$ cat src/sv/bplm_pkg.sv
// ----------------------------------------------------------------------------
// bplm_pkg
// Shared types and codes for the buffer pool LRU manager.
// ----------------------------------------------------------------------------
package bplm_pkg;

    localparam int FRAMES_DEF   = 32;
    localparam int PIN_BITS_DEF = 16;

    localparam logic [1:0] FN_GET = 2'd0;
    localparam logic [1:0] FN_REL = 2'd1;
    localparam logic [1:0] FN_NEW = 2'd2;

    localparam logic [2:0] ST_HIT     = 3'd0;
    localparam logic [2:0] ST_MISS    = 3'd1;
    localparam logic [2:0] ST_NOFRAME = 3'd2;
    localparam logic [2:0] ST_NEW     = 3'd3;
    localparam logic [2:0] ST_REL     = 3'd4;
    localparam logic [2:0] ST_INVALID = 3'd5;

    // write command broadcast to every cell
    typedef struct packed {
        logic we;
        logic move;
    } cell_ctrl_t;

    // compare results reported by one cell
    typedef struct packed {
        logic hit;
        logic empty;
        logic unpinned;
        logic id_match;
    } cell_flags_t;

endpackage

$ cat src/sv/bplm_cell.sv
// ----------------------------------------------------------------------------
// bplm_cell
// One recency position: holds a frame id, its tag, pin count and dirty mark,
// compares tag and id against the request keys and shifts from its front neighbor.
// ----------------------------------------------------------------------------
module bplm_cell #(
    parameter int FRAMES   = bplm_pkg::FRAMES_DEF,
    parameter int PIN_BITS = bplm_pkg::PIN_BITS_DEF,
    parameter int IDX      = 0,
    parameter int IDW      = $clog2(FRAMES)
) (
    input  logic                  clk,
    input  logic                  rst_n,
    input  bplm_pkg::cell_ctrl_t  ctrl,
    input  logic [IDW-1:0]        pos,
    input  logic [31:0]           key_tag,
    input  logic [IDW-1:0]        key_id,
    input  logic [IDW-1:0]        new_id,
    input  logic [31:0]           new_tag,
    input  logic [PIN_BITS-1:0]   new_pin,
    input  logic                  new_dirty,
    input  logic [IDW-1:0]        prev_id,
    input  logic [31:0]           prev_tag,
    input  logic [PIN_BITS-1:0]   prev_pin,
    input  logic                  prev_dirty,
    output logic [IDW-1:0]        id,
    output logic [31:0]           tag,
    output logic [PIN_BITS-1:0]   pin,
    output logic                  dirty,
    output bplm_pkg::cell_flags_t flags
);
    import bplm_pkg::*;

    localparam logic [IDW-1:0] MY_POS = IDW'(IDX);

    logic [IDW-1:0]      id_reg;
    logic [31:0]         tag_reg;
    logic [PIN_BITS-1:0] pin_reg;
    logic                dirty_reg;
    logic                load_new;
    logic                load_prev;

    always_comb
    begin
        load_new  = 1'b0;
        load_prev = 1'b0;
        if (ctrl.we)
        begin
            if (ctrl.move)
            begin
                load_new  = (MY_POS == '0);
                load_prev = (MY_POS != '0) && (MY_POS <= pos);
            end
            else
            begin
                load_new = (MY_POS == pos);
            end
        end
    end

    always_ff @(posedge clk or negedge rst_n)
    begin
        if (!rst_n)
        begin
            id_reg    <= MY_POS;
            tag_reg   <= '0;
            pin_reg   <= '0;
            dirty_reg <= 1'b0;
        end
        else if (load_new)
        begin
            id_reg    <= new_id;
            tag_reg   <= new_tag;
            pin_reg   <= new_pin;
            dirty_reg <= new_dirty;
        end
        else if (load_prev)
        begin
            id_reg    <= prev_id;
            tag_reg   <= prev_tag;
            pin_reg   <= prev_pin;
            dirty_reg <= prev_dirty;
        end
    end

    assign id    = id_reg;
    assign tag   = tag_reg;
    assign pin   = pin_reg;
    assign dirty = dirty_reg;

    assign flags.hit      = (tag_reg == key_tag);
    assign flags.empty    = (tag_reg == '0);
    assign flags.unpinned = (pin_reg == '0);
    assign flags.id_match = (id_reg == key_id);

endmodule

$ cat config.mk
export PLATFORM = sky130hd
export DESIGN_NAME = bplm_cell
export DESIGN_NICKNAME = d
export VERILOG_FILES = /design/src/sv/bplm_pkg.sv /design/src/sv/bplm_cell.sv
export SDC_FILE = /design/constraint.sdc
export NUM_CORES = 1
export LEC_CHECK = 0
export ABC_AREA = 1
export BUFFER_PORTS_ARGS = -buffer_cell sky130_fd_sc_hd__buf_4
export CAP_MARGIN = 20
export CORE_MARGIN = 10
export CORE_UTILIZATION = 42
export DETAILED_ROUTE_END_ITERATION = 10
export PLACE_DENSITY = 0.82
export SLEW_MARGIN = 5
export SYNTH_ARGS = -nofsm -noshare
export SYNTH_HDL_FRONTEND = slang
export SYNTH_SLANG_ARGS = --single-unit
$ cat constraint.sdc
create_clock -name clk -period 1.4 [get_ports clk]
set_clock_uncertainty 0.1 [all_clocks]
set_input_delay 0.07 -clock clk [delete_from_list [all_inputs] [get_ports clk]]
set_output_delay 0.07 -clock clk [all_outputs]
set_load 0.05 [all_outputs]
== After elaboration in Yosys (flattened, before gate mapping) ==
Cells that the tools add are included.
Widths: inputs -> output; s select.
Cells by class
  eq/ne operators: 2
  multiplexer cells: 6
  reductions and logical operators: 3
Operators by type and width (number)
  $eq 32x32->1: 1
  $logic_not 32->1: 1
  $mux 32: 1
  $logic_not 16->1: 1
  $mux 16: 1
  $eq 5x5->1: 1
  $logic_not 5->1: 1
  $mux 5: 1
  $mux 1: 3
Word-level totals
  register bits: 54
  input bits: 154
  output and inout bits: 58
  logic and storage cells: 15

== Logic depth before layout (Yosys ltp) ==
Gate-level depths: netlist of run 1.
  depth after elaboration: 4
  mapped depth: 8
  depth with buffers taken out: 8

== Worst setup path after synthesis of run 1 ==
No wires, ideal clock.
  kind: reg-to-output
  start point: reg id_reg[3], in the netlist id[3]
  end point: out flags[0] (netlist name)
  arrival: 2.348 ns
  data required time: 1.230 ns
  setup slack: -1.118 ns
  cell stages (with the launch flop): 3
  buffers on the path: 0
  cell sequence: dfrtp_1 xor2_1 nor4_1
RTL lines
  start, declared: RTL line bplm_cell.sv:36  | logic [IDW-1:0] id_reg;
  start signal, assigned: RTL line bplm_cell.sv:72  | id_reg <= new_id;
  start signal, assigned: RTL line bplm_cell.sv:79  | id_reg <= prev_id;
  end, declared: RTL line bplm_cell.sv:30  | output bplm_pkg::cell_flags_t flags

==> results by group, run 1 <==
Power
  – Clk pwr share: 0.174
  – PD cells: 1009 nW/µm²
  – Sequential power share: 0.381
  – NetSw: 2311 µW
  – Internal power: 3109 µW
  – Switching share of total power: 0.4264
  – Combinational power share: 0.446
  – Pwr Total: 5420 µW
  – Leakage: 0.002929 µW
  – Peak supply drop: 675.2 µV

Finish
  – Layout Cell Area excl Fill: 5370 µm²
  – Max reg flops: 32
  – Count of nets after finishing: 828
  – Layout cell share with drive strength beyond 1: 0.4074
  – Area growth syn-to-layout: 77.87%

Placement
  – Area post-placement: 4517 µm²
  – GP Congestion: 0.8161
  – # port buffers: 157
  – Detailed placement HPWL: 8240 µm

Setup path
  – Crit. End Element: output pin
  – Worst setup path start: tag[21]
  – Crit Path Max Fanout: 4
  – Critical path class: reg2out
  – Crit path DAT: 1.63 ns
  – Crit start category: flip-flop
  – Worst EP required: 1.23 ns
  – Reg2reg start: pin[2]

Synthesis
  – Post-synth EDFFs: 0
  – Synth Area in XOR/XNOR: 0.02031
  – Share of the synthesized area in the top cell type: 0.4476
  – Most frequent cell after synthesis: nand2_1
  – Top cells by count, synth: nand2_1, nand3_1, dfrtp_1, inv_1, nor2_1
  – Primary FF master, synth: dfrtp_1
  – Compound-gate portion of the synthesized area: 0.002487
  – Largest area contributor in the netlist: dfrtp_1
  – Ranking of synthesized cells by area: dfrtp_1, nand2_1, nand3_1
  – Largest family of logic cells by synthesized area: simple AND/OR/NAND/NOR gates
  – Yosys Warn Count: 0
  – Post-Syn Instances: 440
  – Register area share after synthesis: 0.4476
  – Ys async rst share: 1.000
  – Post-synthesis simple-gate area fraction: 0.4198
  – Syn Nets: 594
  – Fraction of the mapped netlist area in adder cells: 0
  – FF+latch count, synth: 54
  – Synthesized area: 3019 µm²
  – Post-Synthesis Mean Instance Area: 6.862 µm²
  – Proportion of synthesized area in mux cells: 0
  – Netlist cell types: 17

STA
  – Worst slew margin: 0.7502
  – Fin. max-slew vios: 0
  – Fin. Hold Viols: 0
  – Worst-Margin Slew: 0.3747 ns
  – Tcrit/Tclk final: 1.287
  – Min Tclk post-route: 1.802 ns
  – Final setup fails: 4
  – Worst Slack Setup Final: -0.4018 ns
  – Fmax: 555.0 MHz
  – RSZ-0062 raised after global routing: yes

Routing
  – Met2 wire len: 6471 µm
  – Top sig layer: met4
  – WL per Instance: 16.79 µm
  – DRT iter0 DRCs: 157
  – Vias per cell: 4.978
  – Vias: 3,843
  – Drt pass-1 iters: 7
  – Antenna Nets Post-Route: 0
  – DRC Markers: 0
  – Metal-1 WL: 4721 µm
  – Total wire length: 12,960 µm
  – Wire length on met3: 1329 µm

Clock network
  – Root Buffer: clkbuf_8
  – CTS tree: built
  – H-tree levels: 2
  – TritonCTS Sinks: 54
  – CTS buffer count: 5
  – Max Root-Sink Buffers: 2
  – Clk_lat worst skew: 0.32 ns
  – Clk slew on worst S/H paths: 0.12 ns

GRT
  – Global-route wire length before repair: 19,930 µm
  – Vias in the first global route: 3,968
  – Global Route Usage Sum: 0.2203
  – Initial antenna violation count: 1
  – Gr ovfl total: 0
  – Largest net degree at the start of global routing: 32

Run
  – MaxCap Viol Count: 0

Hold path
  – HP Class: in2reg
  – Worst hold start: ctrl[1]

Floorplanning
  – Die X: 104.8 µm
  – FP Rows: 30
  – I/O Pins: 212
  – Starting density of the core: 0.4371
  – Core ar.: 6907 µm²
  – Die height: 104.8 µm
  – Die area: 10,980 µm²

Run status
  – Violated checks: negative setup slack
  – Status: finished with violations
## cell families after synthesis
| family | after synthesis |
|---|---|
| buf+inv | 71 |
| compound gates | 1 |
| xor+xnor | 7 |
| flops | 54 |
| simple gates | 307 |
## layer usage
| layer | vias to the layer above | GRT usage |
|---|---|---|
| met1 | 1775 | 0.2357 |
| li1 | 1819 | - |
| met3 | 38 | 0.08600 |
| met5 | - | 0 |
| met2 | 211 | 0.3839 |
| met4 | 0 | 0.08137 |
## layout make-up
type	count	area (µm²)
clock buffer	5	68.82
fill	476	1536
sequential	54	1409
clock inverter	3	27.53
inverter	54	202.7
timing repair buffer	244	2037
antenna	1	2.502
tap	96	120.1
multi-input combinational	315	1503
## cells in the final DEF, fill, tap and decap left out, drive strengths merged
cell,n
nor3,2
a21o,1
clkinvlp,1
dfrtp,54
clkbuf,5
nand3,58
diode,1
inv,56
nor4,9
nand2,199
buf,189
or2,1
xnor2,1
nor2,35
xor2,6
dlygate4sd3,55
nand4,3
## power by group through the flow
stage               clock, µW  combinational [µW]  sequential (µW)
floorplan                   0                 541             2740
global route             1030                2580             2090
CTS                       958                2320             2020
finish                    942                2420             2060
detailed placement          0                2140             2030
global placement            0                2100             2020
## worst max-delay path, stage by stage, from the launching register on
cell and delay [ns]:
dfrtp_2 0.45, buf_6 0.13, nand2_1 0.05, nand2_1 0.07, nor2_2 0.11, nand2_1 0.07, nor2_1 0.10, nand2_1 0.09
nor2_4 0.10, buf_8 0.15
## worst paths after layout
path,to,slack (ns),depth (start not counted)
min in group asynchronous,tag[31],0.10,2
setup / recovery,flags[3],-0.40,9
hold / removal,dirty,0.02,3
setup reg to reg,pin[2],0.47,3
max in group asynchronous,tag[27],0.60,3
hold reg to reg,dirty,0.39,2
## through the flow
stage	TNS (ns)	hold slack, ns	instances	setup slack, ns	util
finish	-1.175	0.02468	772	-0.4018	0.7775
floorplan	-0.3141	-0.3256	440	-0.2388	-
global placement	-0.1299	-0.08890	702	-0.07583	0.6540
global route	-1.544	0.04550	772	-0.5291	0.7775
detailed placement	-0.1594	-0.08408	702	-0.08647	0.6540
CTS	-1.173	0.02740	769	-0.3786	0.7621
## what timing repair did
| item | CTS | global route |
|---|---|---|
| hold endpoints to repair | 108 | 0 |
| buffers inserted | 4 | 2 |
| gates resized for setup | 14 | 18 |
| hold buffers | 55 | 0 |
| pin swaps | 6 | 5 |
| setup endpoints to repair | 4 | 4 |
Note: power is estimated with default switching activity, not from simulation.
==> run 2: changes to the inputs <==
BUFFER_PORTS_ARGS = default   (was -buffer_cell sky130_fd_sc_hd__buf_4)
CORE_UTILIZATION = 50   (was 42)
DONT_BUFFER_PORTS = 1   (was default)
PLACE_DENSITY = 0.65   (was 0.82)
==> results by group, run 2 (synthesized netlist as in run 1, its figures left out) <==
Placement
  – # port buffers: 0
  – Worst slack, placed: -0.04061 ns
  – GP Congestion: 0.8888
  – Detailed placement HPWL: 6907 µm

Finish
  – Count of nets after finishing: 768
  – Area growth syn-to-layout: 67.22%
  – Max reg flops: 32
  – Fill count: 323
  – Util after Layout: 0.8578
  – Most frequent cells in the layout: nand2_1, dlygate4sd3_1, buf_4
  – Layout cell share with drive strength beyond 1: 0.2618
  – Most common cell after layout, fill and taps aside: nand2_1

STA
  – Min Tclk post-route: 1.741 ns
  – Worst Slack Setup Final: -0.3408 ns
  – Worst slew margin: 0.7826
  – Final setup fails: 4
  – Fmax: 574.5 MHz
  – Fin. max-slew vios: 0
  – RSZ-0062 raised after global routing: yes
  – Tcrit/Tclk final: 1.243
  – WHS: -0.6644 ns
  – Fin. Hold Viols: 54
  – Worst-Margin Slew: 0.3231 ns

GRT
  – Vias in the first global route: 3,679
  – Largest net degree at the start of global routing: 56
  – Global Route Usage Sum: 0.2375
  – Initial antenna violation count: 1
  – Global-route wire length before repair: 18,890 µm
  – Gr ovfl total: 0

Clock network
  – Clk slew on worst S/H paths: 0.11 ns
  – H-tree levels: 2
  – Max Root-Sink Buffers: 2
  – Post-CTS Hold Fix Bufs: 109
  – Root Buffer: clkbuf_8
  – CTS buffer count: 5
  – TritonCTS Sinks: 54
  – Clk_lat worst skew: 0.31 ns
  – CTS tree: built

Floorplanning
  – Die X: 97.71 µm
  – Core ar.: 5886 µm²
  – Die height: 97.71 µm
  – FP Rows: 28
  – Die area: 9546 µm²
  – Starting density of the core: 0.5130
  – I/O Pins: 212

Power
  – PD cells: 1054 nW/µm²
  – Pwr Total: 5323 µW
  – Leakage: 0.002500 µW
  – Peak supply drop: 794.2 µV

Setup path
  – CP Cell Sequence: buf_4, nor4_1, nand3_2, nor2_4, buf_12
  – Crit. End Element: output pin
  – WP depth: 5
  – Crit path to: flags[2]
  – Slowest-stage cell, CP: dfrtp_2
  – Crit path max-delay family: simple AND/OR/NAND/NOR gates
  – Worst EP required: 1.23 ns
  – Worst R2R Setup Slack: 0.27 ns
  – Reg2reg start: pin[2]
  – Critical path's largest stage delay: 0.42 ns
  – Terminus of the critical flop-to-flop path: pin[2]
  – Worst setup path start: tag[19]
  – Critical path class: reg2out
  – Buf+Inv Stages, Crit Path: 2
  – Crit start category: flip-flop
  – Cells on worst reg2reg path: 4
  – Crit Path Max Fanout: 3
  – Crit path DAT: 1.57 ns

Routing
  – DRT iter0 DRCs: 202
  – Vias: 3,585
  – WL per Instance: 17.76 µm
  – Drt pass-1 iters: 5
  – Total wire length: 12,270 µm
  – DRC Markers: 0
  – Antenna Nets Post-Route: 0
  – Vias per cell: 5.188

Hold path
  – HP Class: in2async

Run
  – MaxCap Viol Count: 0

Run status
  – Status: finished with violations
  – Violated checks: negative hold slack, negative setup slack
-- run 2: cell types whose count changed in the layout (fill, tap and decap cells not counted), moves of 2 or more --
cell | previous run | this run
buf_4 | 181 | 68
buf_12 | 3 | 5
dlygate4sd3_1 | 55 | 109
buf_8 | 3 | 0
-- run 2: worst reg2reg max path: stages, from the launching register on --
cell and delay [ns]:
dfrtp_1 0.44, buf_4 0.15, buf_4 0.18, nand2_1 0.09, nand2_1 0.06
-- run 2: routing by layer --
layer | track usage | part of all wire | routed length, µm | vias up
li1 | - | - | - | 1691
met1 | 0.2618 | 0.35 | 4332 | 1677
met2 | 0.4062 | 0.52 | 6345 | 188
met3 | 0.08819 | 0.10 | 1269 | 29
met4 | 0.09060 | 0.026 | 322 | 0
met5 | 0 | 0 | 0 | -
-- run 2: metrics by stage --
step / area, µm² / hold WS (ns) / std cells / TNS [ns]
after global placement: 3660 / -0.3241 / 567 / -0.07460
after CTS: 4949 / -0.6673 / 684 / -1.032
after detailed placement: 3660 / -0.3240 / 567 / -0.07524
after floorplan: 3113 / -0.3256 / 440 / -0.3141
final: 5049 / -0.6644 / 691 / -1.184
after global routing: 5049 / -0.6753 / 691 / -1.455
-- run 2: power breakdown --
part | switching, µW | internal [µW]
clock | 547 | 585
combinational | 1390 | 779
sequential | 230 | 1800
total | 2160 | 3160
-- run 2: what timing repair did --
action                     4_1_cts  5_1_grt
setup endpoints to repair        4       42
hold endpoints to repair       108       54
buffers inserted                 0        6
pin swaps                       14       11
resized for setup               15       11
-- run 2: final cells by class --
cell class                 count  area [µm²]  area share
multi-input combinational    315        1501      0.2974
inverter                      54       202.7     0.04015
sequential                    54        1408      0.2788
timing repair buffer         184        1724      0.3415
tap                           75       93.84     0.01859
clock inverter                 1       30.03    0.005948
clock buffer                   7       86.33     0.01710
antenna                        1       2.502   0.0004957
-- run 2: worst min path at each step --
stage               to  slack (ns)  cells past startpoint  start
2_1_floorplan    dirty       -0.33                      0  rst_n
3_3_place_gp   tag[10]       -0.32                      0  rst_n
3_5_place_dp   tag[12]       -0.32                      0  rst_n
4_1_cts          id[0]       -0.67                      0  rst_n
5_1_grt          id[4]       -0.68                      0  rst_n
6_report        tag[2]       -0.66                      0  rst_n
==> run 3: changes to the inputs <==
ABC_AREA = default   (was 1)
==> results by group, run 3 <==
Clock network
  – Clk_lat worst skew: 0.29 ns
  – Post-CTS Hold Fix Bufs: 54
  – CTS buffer count: 5
  – H-tree levels: 2
  – Max Root-Sink Buffers: 2
  – CTS tree: built
  – Clk slew on worst S/H paths: 0.09 ns
  – Root Buffer: clkbuf_8
  – TritonCTS Sinks: 54

STA
  – RSZ-0062 raised after global routing: yes
  – Min Tclk post-route: 1.928 ns
  – Worst Slack Setup Final: -0.5277 ns
  – Final setup fails: 4
  – Worst slew margin: 0.7472
  – Fmax: 518.8 MHz
  – Tcrit/Tclk final: 1.377
  – Fin. Hold Viols: 54
  – Fin Setup TNS: -1.201 ns
  – Fin. max-slew vios: 0
  – Worst-Margin Slew: 0.3757 ns
  – WHS: -0.6475 ns

Setup path
  – Worst EP required: 1.23 ns
  – Reg2reg start: tag[1]
  – Crit Path Max Fanout: 3
  – Crit path DAT: 1.76 ns
  – Worst R2R Setup Slack: 0.08 ns
  – Cells on worst reg2reg path: 4
  – Terminus of the critical flop-to-flop path: tag[1]
  – Crit path to: flags[3]
  – Critical path class: reg2out
  – Crit. End Element: output pin
  – Crit start category: flip-flop
  – Worst setup path start: tag[2]

Routing
  – Vias: 2,059
  – Drt pass-1 iters: 4
  – DRC Markers: 0
  – Total wire length: 8975 µm
  – Vias per cell: 5.320
  – WL per Instance: 23.19 µm
  – Antenna Nets Post-Route: 0
  – DRT iter0 DRCs: 75

Synthesis
  – Post-synth EDFFs: 0
  – Register area share after synthesis: 0.4850
  – Primary FF master, synth: dfrtp_1
  – Ranking of synthesized cells by area: dfrtp_1, mux2_4, xor2_1
  – Synthesized area: 2786 µm²
  – Yosys Warn Count: 0
  – Largest area contributor in the netlist: dfrtp_1
  – Most frequent cell after synthesis: dfrtp_1
  – Share of the synthesized area in the top cell type: 0.4850
  – Post-Syn Instances: 182
  – Netlist cell types: 15
  – FF+latch count, synth: 54
  – Top cells by count, synth: dfrtp_1, mux2_4, xor2_1
  – Syn Nets: 336
  – Post-Synthesis Mean Instance Area: 15.31 µm²
  – Ys async rst share: 1.000

Power
  – PD cells: 1263 nW/µm²
  – Combinational power share: 0.444
  – Pwr Total: 5337 µW
  – Internal power: 3206 µW
  – Leakage: 0.001920 µW
  – Clk pwr share: 0.168
  – Peak supply drop: 795.2 µV
  – Sequential power share: 0.388
  – NetSw: 2132 µW
  – Switching share of total power: 0.3994

Floorplanning
  – Die height: 94.65 µm
  – Starting density of the core: 0.5091
  – Die X: 94.65 µm
  – I/O Pins: 212
  – Die area: 8959 µm²
  – FP Rows: 27
  – Core ar.: 5473 µm²

Finish
  – Util after Layout: 0.7721
  – Fill count: 339
  – Max reg flops: 32
  – Most common cell after layout, fill and taps aside: buf_4
  – Area growth syn-to-layout: 51.64%
  – Layout cell share with drive strength beyond 1: 0.5987
  – Most frequent cells in the layout: buf_4, dlygate4sd3_1, mux2_4
  – Count of nets after finishing: 467
  – Layout Cell Area excl Fill: 4225 µm²

GRT
  – Largest net degree at the start of global routing: 55
  – Vias in the first global route: 2,403
  – Initial antenna violation count: 0
  – Global Route Usage Sum: 0.1951
  – Global-route wire length before repair: 13,530 µm
  – Gr ovfl total: 0

Run status
  – Violated checks: negative hold slack, negative setup slack
  – Status: finished with violations

Placement
  – GP Congestion: 0.8382
  – # port buffers: 0
  – Detailed placement HPWL: 6601 µm
  – Area post-placement: 3456 µm²

Hold path
  – HP Class: in2async

Run
  – MaxCap Viol Count: 0
-- run 3: changes by cell type in the layout (fill, tap and decap cells not counted), moves of 6 or more --
| cell | before | now |
|---|---|---|
| dfrtp_1 | 9 | 22 |
| inv_1 | 47 | 0 |
| nor4_2 | 3 | 9 |
| dlygate4sd3_1 | 109 | 54 |
| inv_2 | 7 | 0 |
| xor2_1 | 6 | 34 |
| nand2_1 | 195 | 0 |
| nor2_1 | 27 | 0 |
| nor4_1 | 1 | 8 |
| nand3_1 | 55 | 1 |
| dfrtp_2 | 45 | 32 |
| mux2_4 | 0 | 50 |
-- run 3: final cells by class --
class / count / area (µm²) / area share
diodes: 1 / 2.502 / 0.0005922
clock buffers: 7 / 86.33 / 0.02043
clock inverters: 1 / 5.005 / 0.001184
multi-input cells: 123 / 1473 / 0.3485
flip-flops and latches: 54 / 1391 / 0.3293
well taps: 72 / 90.09 / 0.02132
repair buffers: 129 / 1177 / 0.2787
-- run 3: power by group through the flow --
stage | clock network, µW | logic, µW | registers [µW]
after floorplan | 0 | 619 | 2930
after global placement | 0 | 2120 | 2050
after detailed placement | 0 | 2150 | 2060
after CTS | 923 | 2340 | 2060
after global routing | 988 | 2470 | 2110
final | 896 | 2370 | 2070
-- run 3: routing by layer --
metal / GRT usage / share of wire
met1: 0.2069 / 0.35
met2: 0.3358 / 0.51
met3: 0.09992 / 0.13
met4: 0.05112 / 0.014
met5: 0 / 0
-- run 3: kinds of logic after synthesis --
kind of cell	count (synthesis)	synth area share
compound gates	1	0.005839
xor+xnor	37	0.1163
buf+inv	5	0.03592
flops	54	0.4850
mux	54	0.2856
simple gates	31	0.07139
-- run 3: stage by stage --
step	std cells	worst slack (ns)	hold slack [ns]
6_report	387	-0.5277	-0.6475
3_5_place_dp	322	-0.2055	-0.3235
3_3_place_gp	322	-0.2108	-0.3237
4_1_cts	385	-0.4657	-0.6569
5_1_grt	386	-0.5768	-0.6773
2_1_floorplan	182	-0.2031	-0.3256
-- run 3: worst min path at each step --
stage,start,end,depth (start not counted)
3_3_place_gp,rst_n,tag[13],0
4_1_cts,rst_n,tag[11],0
6_report,rst_n,tag[12],0
2_1_floorplan,rst_n,dirty,0
5_1_grt,rst_n,tag[31],0
3_5_place_dp,rst_n,tag[13],0
-- run 3: repair_timing --
action                                 4_1_cts  5_1_grt
gates resized for setup                     15        4
gates cloned                                 0        0
buffers inserted                             2        1
endpoints found under the hold margin      108       54
setup endpoints to repair                    4        4
pin swaps                                    8        3
-- run 3: critical path, cell delays in order, from the launching register on --
cell and delay (ns):
dfrtp_2 0.44, xor2_1 0.16, nor4_2 0.36, nand4_1 0.21, nor2_4 0.14, buf_12 0.14
